[src/sv/rhc_pkg.sv]
// Package for the RGB to HSV converter: field widths and the record that
// moves from one divider cell to the next. No dependencies.
package rhc_pkg;

  localparam int unsigned CHAN_W = 8;   // one color channel
  localparam int unsigned QUOT_W = 16;  // hue and saturation fraction width
  localparam int unsigned HDIV_W = 11;  // 6 * (max - min) fits in 11 bits
  localparam int unsigned SDIV_W = CHAN_W;

  // Partial state of both long divisions, plus the value channel riding along
  typedef struct packed {
    logic [HDIV_W-1:0] hue_rem;
    logic [HDIV_W-1:0] hue_div;
    logic [QUOT_W-1:0] hue_quot;
    logic [SDIV_W-1:0] sat_rem;
    logic [SDIV_W-1:0] sat_div;
    logic [QUOT_W-1:0] sat_low;   // numerator bits not yet shifted in
    logic [QUOT_W-1:0] sat_quot;
    logic [CHAN_W-1:0] brightness;
  } div_stage_t;

endpackage

[src/sv/rhc_if.sv]
// Valid/ready channel interfaces of the RGB to HSV converter: pixel in,
// HSV result out. No dependencies.
interface rhc_pixel_if;
  logic       valid;
  logic       ready;
  logic [7:0] red_in;
  logic [7:0] green_in;
  logic [7:0] blue_in;

  modport source (output valid, output red_in, output green_in, output blue_in,
                  input ready);
  modport sink   (input valid, input red_in, input green_in, input blue_in,
                  output ready);
endinterface

interface rhc_hsv_if;
  logic        valid;
  logic        ready;
  logic [15:0] hue;
  logic [15:0] saturation;
  logic [7:0]  brightness;

  modport source (output valid, output hue, output saturation, output brightness,
                  input ready);
  modport sink   (input valid, input hue, input saturation, input brightness,
                  output ready);
endinterface

[src/sv/rhc_front.sv]
// Front stage: max/min, hue sector offset and the division operands.
// Depends on rhc_pkg.
module rhc_front
  import rhc_pkg::*;
(
  input  logic              clk,
  input  logic              rst,
  input  logic              in_valid,
  output logic              in_ready,
  input  logic [CHAN_W-1:0] red,
  input  logic [CHAN_W-1:0] green,
  input  logic [CHAN_W-1:0] blue,
  output logic              out_valid,
  input  logic              out_ready,
  output div_stage_t        out_data
);

  logic [CHAN_W-1:0] hi;
  logic [CHAN_W-1:0] lo;
  logic [CHAN_W-1:0] diff;
  logic [HDIV_W-1:0] diff_w;
  logic [HDIV_W-1:0] six_d;
  logic [HDIV_W-1:0] t_num;
  logic [23:0]       sat_num;
  div_stage_t        data_next;

  always_comb begin
    hi     = (red > green) ? red : green;
    hi     = (hi > blue) ? hi : blue;
    lo     = (red < green) ? red : green;
    lo     = (lo < blue) ? lo : blue;
    diff   = hi - lo;
    diff_w = HDIV_W'(diff);
    six_d  = (diff_w << 2) + (diff_w << 1);
    // Sector offset; intermediate wrap is harmless since the sum is in [0, 6d)
    if (hi == red) begin
      if (green >= blue) t_num = HDIV_W'(green) - HDIV_W'(blue);
      else               t_num = six_d - (HDIV_W'(blue) - HDIV_W'(green));
    end else if (hi == green) begin
      t_num = (diff_w << 1) + HDIV_W'(blue) - HDIV_W'(red);
    end else begin
      t_num = (diff_w << 2) + HDIV_W'(red) - HDIV_W'(green);
    end
    sat_num = {diff, 16'h0000} - 24'(diff);  // d * 65535

    data_next.hue_rem    = (diff == '0) ? '0 : t_num;
    data_next.hue_div    = (diff == '0) ? '1 : six_d;  // grey: quotient stays 0
    data_next.hue_quot   = '0;
    data_next.sat_rem    = sat_num[23:16];
    data_next.sat_div    = (hi == '0) ? '1 : hi;       // black: quotient stays 0
    data_next.sat_low    = sat_num[15:0];
    data_next.sat_quot   = '0;
    data_next.brightness = hi;
  end

  assign in_ready = !out_valid || out_ready;

  always_ff @(posedge clk) begin
    if (rst) begin
      out_valid <= 1'b0;
    end else if (in_ready) begin
      out_valid <= in_valid;
    end
  end

  always_ff @(posedge clk) begin
    if (in_ready && in_valid) begin
      out_data <= data_next;
    end
  end

endmodule

[src/sv/rhc_div_cell.sv]
// One restoring-division cell: retires one quotient bit of hue and of
// saturation and hands the partial result to the next cell. Depends on rhc_pkg.
module rhc_div_cell
  import rhc_pkg::*;
(
  input  logic       clk,
  input  logic       rst,
  input  logic       in_valid,
  output logic       in_ready,
  input  div_stage_t in_data,
  output logic       out_valid,
  input  logic       out_ready,
  output div_stage_t out_data
);

  logic [HDIV_W:0]   hue_trial;
  logic              hue_bit;
  logic [SDIV_W:0]   sat_trial;
  logic              sat_bit;
  div_stage_t        data_next;

  always_comb begin
    data_next = in_data;
    // Hue numerator is t shifted left, so only zeros come in from below
    hue_trial = {in_data.hue_rem, 1'b0};
    hue_bit   = (hue_trial >= {1'b0, in_data.hue_div});
    data_next.hue_rem  = hue_bit ? HDIV_W'(hue_trial - {1'b0, in_data.hue_div})
                                 : HDIV_W'(hue_trial);
    data_next.hue_quot = {in_data.hue_quot[QUOT_W-2:0], hue_bit};

    sat_trial = {in_data.sat_rem, in_data.sat_low[QUOT_W-1]};
    sat_bit   = (sat_trial >= {1'b0, in_data.sat_div});
    data_next.sat_rem  = sat_bit ? SDIV_W'(sat_trial - {1'b0, in_data.sat_div})
                                 : SDIV_W'(sat_trial);
    data_next.sat_low  = {in_data.sat_low[QUOT_W-2:0], 1'b0};
    data_next.sat_quot = {in_data.sat_quot[QUOT_W-2:0], sat_bit};
  end

  assign in_ready = !out_valid || out_ready;

  always_ff @(posedge clk) begin
    if (rst) begin
      out_valid <= 1'b0;
    end else if (in_ready) begin
      out_valid <= in_valid;
    end
  end

  always_ff @(posedge clk) begin
    if (in_ready && in_valid) begin
      out_data <= data_next;
    end
  end

endmodule

[src/sv/rgb_to_hsv_convert_core.sv]
// Top level of the RGB to HSV converter: front stage and a row of divider
// cells. Depends on rhc_pkg, rhc_if, rhc_front and rhc_div_cell.
//
// Usage:
//   pixel : sink channel, one 8-bit RGB pixel per transaction.
//   hsv   : source channel, one result per transaction: hue as a 16-bit
//           fraction of a turn, saturation with 65535 as 1.0, brightness as
//           the largest channel. Grey pixels give hue 0, black pixels give
//           saturation 0 as well.
//   Pipeline: a pixel passes through one registered front stage (max, min,
//   sector offset) and then sixteen registered divider cells, each retiring
//   one quotient bit of both divisions.
//   Throughput: one pixel per cycle while hsv is not stalled; each cell
//   holds one pixel, so up to 17 pixels are in flight.
//   Stall: when hsv.ready is low, the result holds in the last cell and
//   empty cells upstream keep filling; pixel.ready drops only once every
//   cell is occupied. Ready propagates combinationally up the chain.
//   Reset (rst, synchronous): clears all valid flags, the chain is empty.
module rgb_to_hsv_convert_core
  import rhc_pkg::*;
(
  input  logic         clk,
  input  logic         rst,
  rhc_pixel_if.sink    pixel,
  rhc_hsv_if.source    hsv
);

  div_stage_t stage       [QUOT_W+1];
  logic       stage_valid [QUOT_W+1];
  logic       stage_ready [QUOT_W+1];

  // Operand preparation
  rhc_front u_front (
    .clk       (clk),
    .rst       (rst),
    .in_valid  (pixel.valid),
    .in_ready  (pixel.ready),
    .red       (pixel.red_in),
    .green     (pixel.green_in),
    .blue      (pixel.blue_in),
    .out_valid (stage_valid[0]),
    .out_ready (stage_ready[0]),
    .out_data  (stage[0])
  );

  // One quotient bit per cell, most significant first
  for (genvar i = 0; i < QUOT_W; i++) begin : g_cell
    rhc_div_cell u_cell (
      .clk       (clk),
      .rst       (rst),
      .in_valid  (stage_valid[i]),
      .in_ready  (stage_ready[i]),
      .in_data   (stage[i]),
      .out_valid (stage_valid[i+1]),
      .out_ready (stage_ready[i+1]),
      .out_data  (stage[i+1])
    );
  end

  // Last cell is the output register
  assign stage_ready[QUOT_W] = hsv.ready;
  assign hsv.valid      = stage_valid[QUOT_W];
  assign hsv.hue        = stage[QUOT_W].hue_quot;
  assign hsv.saturation = stage[QUOT_W].sat_quot;
  assign hsv.brightness = stage[QUOT_W].brightness;

`ifndef NO_ASSERTIONS
  // A black pixel yields zero saturation and zero hue
  a_black_zero: assert property (@(posedge clk) disable iff (rst)
    (hsv.valid && hsv.brightness == '0) |-> (hsv.saturation == '0 && hsv.hue == '0))
    else $error("black pixel gave nonzero hue or saturation");

  // Zero saturation only for grey pixels, which have hue 0
  a_grey_hue: assert property (@(posedge clk) disable iff (rst)
    (hsv.valid && hsv.saturation == '0) |-> (hsv.hue == '0))
    else $error("grey pixel gave nonzero hue");

  // An empty output register means the whole chain can take a pixel
  a_ready_when_empty: assert property (@(posedge clk) disable iff (rst)
    !hsv.valid |-> pixel.ready)
    else $error("input stalled while output register is empty");

  // A nonzero saturation comes from a nonzero maximum
  a_sat_needs_value: assert property (@(posedge clk) disable iff (rst)
    (hsv.valid && hsv.saturation != '0) |-> (hsv.brightness != '0))
    else $error("saturation set for a black pixel");
`endif

endmodule
[src/flat_wrapper.sv]
// flat-port wrapper written by rule: the top's interface ports become plain ports
module rgb_to_hsv_convert_core_flat import rhc_pkg::*;
  (clk, rst, pixel_valid, pixel_red_in, pixel_green_in, pixel_blue_in, pixel_ready, hsv_valid, hsv_hue, hsv_saturation, hsv_brightness, hsv_ready);
  rhc_pixel_if pixel_i ();
  rhc_hsv_if hsv_i ();
  input  logic clk;
  input  logic rst;
  input wire logic [$bits(pixel_i.valid)-1:0] pixel_valid;
  input wire logic [$bits(pixel_i.red_in)-1:0] pixel_red_in;
  input wire logic [$bits(pixel_i.green_in)-1:0] pixel_green_in;
  input wire logic [$bits(pixel_i.blue_in)-1:0] pixel_blue_in;
  output wire logic [$bits(pixel_i.ready)-1:0] pixel_ready;
  output wire logic [$bits(hsv_i.valid)-1:0] hsv_valid;
  output wire logic [$bits(hsv_i.hue)-1:0] hsv_hue;
  output wire logic [$bits(hsv_i.saturation)-1:0] hsv_saturation;
  output wire logic [$bits(hsv_i.brightness)-1:0] hsv_brightness;
  input wire logic [$bits(hsv_i.ready)-1:0] hsv_ready;
  assign pixel_i.valid = pixel_valid;
  assign pixel_i.red_in = pixel_red_in;
  assign pixel_i.green_in = pixel_green_in;
  assign pixel_i.blue_in = pixel_blue_in;
  assign pixel_ready = pixel_i.ready;
  assign hsv_valid = hsv_i.valid;
  assign hsv_hue = hsv_i.hue;
  assign hsv_saturation = hsv_i.saturation;
  assign hsv_brightness = hsv_i.brightness;
  assign hsv_i.ready = hsv_ready;
  rgb_to_hsv_convert_core u_core (.clk(clk), .rst(rst), .pixel(pixel_i), .hsv(hsv_i));
endmodule
[config.mk]
export PLATFORM = sky130hd
export DESIGN_NAME = rgb_to_hsv_convert_core_flat
export DESIGN_NICKNAME = d
export VERILOG_FILES = /design/src/sv/rhc_pkg.sv /design/src/sv/rhc_if.sv /design/src/sv/rhc_front.sv /design/src/sv/rhc_div_cell.sv /design/src/sv/rgb_to_hsv_convert_core.sv /design/src/flat_wrapper.sv
export SDC_FILE = /design/constraint.sdc
export NUM_CORES = 2
export LEC_CHECK = 0
export BUFFER_PORTS_ARGS = -buffer_cell sky130_fd_sc_hd__clkbuf_2
export CORE_AREA = 2 2 380 382
export DETAILED_ROUTE_END_ITERATION = 10
export DIE_AREA = 0 0 382 384
export HOLD_SLACK_MARGIN = 0.12
export PLACE_DENSITY_LB_ADDON = 0.25
export REMOVE_ABC_BUFFERS = 1
export SLEW_MARGIN = 20
export SYNTH_ARGS = -nofsm -noshare
export SYNTH_HDL_FRONTEND = slang
export SYNTH_HIERARCHICAL = 1
export SYNTH_SLANG_ARGS = --single-unit
export TNS_END_PERCENT = 1
[constraint.sdc]
create_clock -name clk -period 9.4 [get_ports clk]
set_clock_uncertainty 0.2 [all_clocks]
set_input_delay 1.41 -clock clk [delete_from_list [all_inputs] [get_ports clk]]
set_output_delay 1.41 -clock clk [all_outputs]
set_load 0.02 [all_outputs]
[Word-level counts from Yosys, hierarchy flattened]
Cells that the tools add are included.
Storage, ports and cells
  bits of input ports: 28
  logic and storage cells: 330
  register bits: 1169
  output and inout bits: 42
Cells by class
  reduce and logical (&&, ||, !) cells: 53
  $lt $le $gt $ge: 37
  multiplexer cells: 37
  add/sub/neg operators: 40
  eq/ne operators: 2
Operator list (number)
  two-way mux 11 bit: 18
  greater-or-equal comparator 12 x 11 -> 1 bit: 16
  subtractor 11 bit: 16
  two-way mux 8 bit: 19
  greater-or-equal comparator 9 x 8 -> 1 bit: 16
  subtractor 8 bit: 16
  subtractor 24 x 8 -> 24 bit: 1
  subtractor 8 x 8 -> 9 bit: 2
  logical AND 1 bit: 17
  zero test 1 bit: 17
  logical OR 1 bit: 17
  equality test 8 bit: 2
  > comparator 8 bit: 2
  zero test 8 bit: 2
  < comparator 8 bit: 2
  adder 10 x 8 -> 11 bit: 1
  adder 10 x 9 -> 11 bit: 1
  subtractor 10 x 8 -> 11 bit: 1
  subtractor 11 x 8 -> 11 bit: 1
  adder 9 x 8 -> 10 bit: 1
  greater-or-equal comparator 8 bit: 1

[Logic depth before layout (Yosys ltp)]
  depth after elaboration: 19
  mapped depth: 39
  depth with buffers taken out: 37

[Cells and area by module]
The synthesis kept the hierarchy.
Modules (own cells, without submodules)
  rhc_div_cell (u_core.g_cell[13].u_cell ...): times used 9, area each 3996.3 um2, sequential area each 2812.7 um2, cells each 264
  rhc_div_cell (u_core.g_cell[0].u_cell ...): times used 6, area each 3946.3 um2, sequential area each 2812.7 um2, cells each 251
  rhc_front: times used 1, area each 7243.2 um2, sequential area each 1851.8 um2, cells each 779
  rhc_div_cell (u_core.g_cell[4].u_cell): times used 1, area each 4001.3 um2, sequential area each 2812.7 um2, cells each 270

[Least setup slack after synthesis]
Ideal clock, no wire load.
  path type: input -> register
  start point: input pixel_red_in[0]
  end point: register u_core/u_front/out_data[93] in the netlist's numbering, data pin
  stages: 38
  library setup time: 0.262 ns
  buffers on the path: 2
  required time: 8.938 ns
  arrival: 8.137 ns
  slack: 0.801 ns
  cell sequence: inv_1 > ha_1 > inv_1 > fa_1 > nand3_1 > a21oi_2 > o21ai_4 > mux2i_1 > ha_1 > a21o_1 > a21oi_1 > o211ai_4 > and2_1 > buf_2 > buf_2 > a21oi_2 > inv_1 > ha_1 > [2 not listed] > a311oi_2 > xnor2_1 > inv_1 > ha_1 > a21o_1 > a21oi_1 > xnor2_1 > xnor2_1 > ha_1 > inv_1 > o21bai_1 > a21oi_1 > inv_1 > o21ai_0 > nand3b_1 > o21ai_0 > o31a_1 > nand3_1
RTL lines
  start: declaration: RTL line flat_wrapper.sv:9  | input wire logic [$bits(pixel_i.red_in)-1:0] pixel_red_in;
  end signal: assignment: RTL line rhc_front.sv:68  | out_data <= data_next;
  end: declaration: RTL line rhc_front.sv:15  | output div_stage_t out_data

[Final worst setup path]
  start point: input pixel_green_in[7]
  end point: register u_core/u_front/out_data[92] in the netlist's numbering, data pin
On the way
  longest elaborated chain between the ends: 9
  elaborated cells on any way between the ends: 24
  those cells by class: 9 x add/sub; 5 x order compare; 2 x eq/ne; 7 x mux; 1 x reduce/logical
RTL lines
  start: declaration: RTL line flat_wrapper.sv:10  | input wire logic [$bits(pixel_i.green_in)-1:0] pixel_green_in;
  > comparator 8 bit / < comparator 8 bit (equally long branches): RTL line rhc_front.sv:28, rhc_front.sv:30
  two-way mux 8 bit, on equally long branches: RTL line rhc_front.sv:28, rhc_front.sv:30
  > comparator 8 bit / < comparator 8 bit (equally long branches): RTL line rhc_front.sv:29, rhc_front.sv:31
  two-way mux 8 bit, on equally long branches: RTL line rhc_front.sv:29, rhc_front.sv:31
  subtractor 8 bit: RTL line rhc_front.sv:32  | diff = hi - lo;
  adder 10 x 8 -> 11 bit (tied with other cells): RTL line rhc_front.sv:42  | t_num = (diff_w << 2) + HDIV_W'(red) - HDIV_W'(green);
  subtractor 11 x 8 -> 11 bit (tied with other cells): RTL line rhc_front.sv:42
  two-way mux 11 bit, on equally long branches: RTL line rhc_front.sv:39, rhc_front.sv:37
  two-way mux 11 bit: RTL line rhc_front.sv:36  | if (hi == red) begin
Parallel ways exist; a longest one is shown, timed or not.
A chain may end at the register's enable or synchronous reset.

==> flow_summary.ini <==
[die]
dieArea_sq_mm = 0.1467
rows = 139
io_pins = 70
start_util_pct = 40.54
die_w_um = 382
die_h_um = 384
coreArea_sq_mm = 0.1428

[grt]
grt_pass1_vias = 33350
grt_max_degree = 67
grt_pass1_wl_mm = 175.5
grt_remaining_overflow = 0
antenna_found_initial = 0
grtUsageTotal_pct = 14.87

[power_and_ir_drop]
total_power_uw = 14930
clkPwrFrac_pct = 32.0
p_per_area_mw_per_mm2 = 230.6
combPwrFrac_pct = 27.0
p_sw_uw = 4302
leakagePower_uw = 0.02410
p_int_uw = 10630
seqPwrFrac_pct = 41.0
p_sw_share_pct = 28.81
ir_drop_mv = 0.1857

[worst_setup_path]
worstPathArrival_ps = 8650
cp-start-kind = primary input
crit_type = in2reg
critPathCaptureType = flip-flop
cp_slowest_cell = and2_1
cpMostUsedCell = ha_1
cp.required_ps = 9680
max_stage_delay_ps = 490
crit_fanout = 10

[clock_network]
clockBufferDepth = 3
clkSinkCount = 1168
clk_latency_ps = 720
tritoncts = done
htreeDepth = 3
cts_root_buf = clkbuf_16
ctsHoldBuffers = 0
cts.clk_slew.worst_paths_ps = 60
cts_setup_buffers = 0
cts_buffers = 120
ctsResizeCount = 0

[routing]
wirelength_mm = 108.9
drtPass1Iterations = 8
drtIter0Drc = 1582
wire_per_inst_um = 16.58
vias = 32920
ant_nets = 0
met1_length_mm = 46.72
routed_via_density = 5.010
wl_met3_mm = 3.583
drc = 0
highest_layer = met4
dr_wl_met2_mm = 55.53

[sta]
setup_viol = 0
period_needed_ps = 8373
finalHoldViolCount = 0
rsz0062_at_grt = false
worst_slew_pin_slew_ps = 901.0
slew_headroom_pct = 39.93
report.final.slew_viol_count = 0
timing.fmax_mhz = 119.4
finalSetupTns_ps = 0
min_period_over_period_pct = 89.08

[finish]
postLayoutCellArea_sq_mm = 0.06476
syn_to_final_growth_pct = 11.87
fin_util_pct = 45.35
final_cells = 6571
final_cell_mix = 1151 x edfxtp_1, 511 x inv_1, 390 x ha_1
mostFrequentLayoutCell = edfxtp_1
drive_gt1_share_pct = 13.03
nets = 5040

[logic_synthesis]
netlist_area_sq_mm = 0.05788
ys.warnings.count = 6
synth_cells = 4372
syn-mean-instance-area_sq_um = 13.24

[placed_design]
place_congestion = 0.8648
dp_hpwl_mm = 81.34
dp_cells = 6351
port_buffers = 69
dpl_cell_area_sq_mm = 0.06077

[run_status]
status = completed

[min_path]
worstHoldPathType = reg2reg

[job]
cap_violations = 0
==> routing by layer <==
metal,global-route usage (%),up-vias
met5,0,-
met4,5.118,0
met3,2.186,176
met2,27.13,483
met1,17.83,15810
li1,-,16460
==> layout make-up <==
class	count	area [sq um]
Fill cell	12680	78030
Sequential cell	1168	34900
Multi-Input combinational cell	2641	20790
Clock buffer	147	3126
Tap cell	1903	2381
Inverter	514	1932
Clock inverter	72	857.1
Timing Repair Buffer	125	765.7
Antenna cell	1	2.502
==> critical path, delay by kind of cell <==
kind	cells	cell delay (ps)
muxes	1	380
buffers and inverters	5	690
xor gates and xnor gates	1	170
AOI/OAI and AO/OA	11	2500
adders and majority gates	6	2130
and+or+nand+nor	7	1350
==> flip-flops by register name, summed over array words and instances, names as in the netlist <==
signal and cells:
u_core/g_cell.u_cell/out_valid 16, u_core/u_front/out_data 61, u_core/u_front/out_valid 1, u_core/g_cell.u_cell/out_data 1090
==> power by group through the flow <==
stage | sequential (uW) | clock, uW | combinational, uW
after global routing | 6130 | 5120 | 4470
after floorplan | 6170 | 0 | 3010
after detailed placement | 6220 | 0 | 4010
final | 6110 | 4780 | 4040
after global placement | 6220 | 0 | 4010
after CTS | 6120 | 4930 | 4050
==> per-stage QoR <==
| step | worst slack, ps | hold WS (ps) |
|---|---|---|
| floorplan | 905.5 | 200.3 |
| global placement | 457.4 | 200.3 |
| detailed placement | 303.3 | 204.5 |
| CTS | 1090 | 200.4 |
| global route | 501.9 | 198.9 |
| finish | 1027 | 202.1 |
==> final timing paths <==
check	to	slack, ps	cells past startpoint	start
worst max-delay path	u_core/u_front/out_data[92]$_SDFFCE_PN0P_	1030	31	pixel_green_in[7]
worst min register to register	u_core/g_cell[8].u_cell/out_data[9]$_DFFE_PP_	200	0	u_core/g_cell[7].u_cell/out_data[8]$_DFFE_PP_
worst max register to register	u_core/u_front/out_data[46]$_SDFFCE_PN1P_	4890	19	u_core/g_cell[15].u_cell/out_valid$_SDFFE_PP0N_
worst min-delay path	u_core/g_cell[8].u_cell/out_data[9]$_DFFE_PP_	200	0	u_core/g_cell[7].u_cell/out_data[8]$_DFFE_PP_
Note: power is estimated with default switching activity, not from simulation.
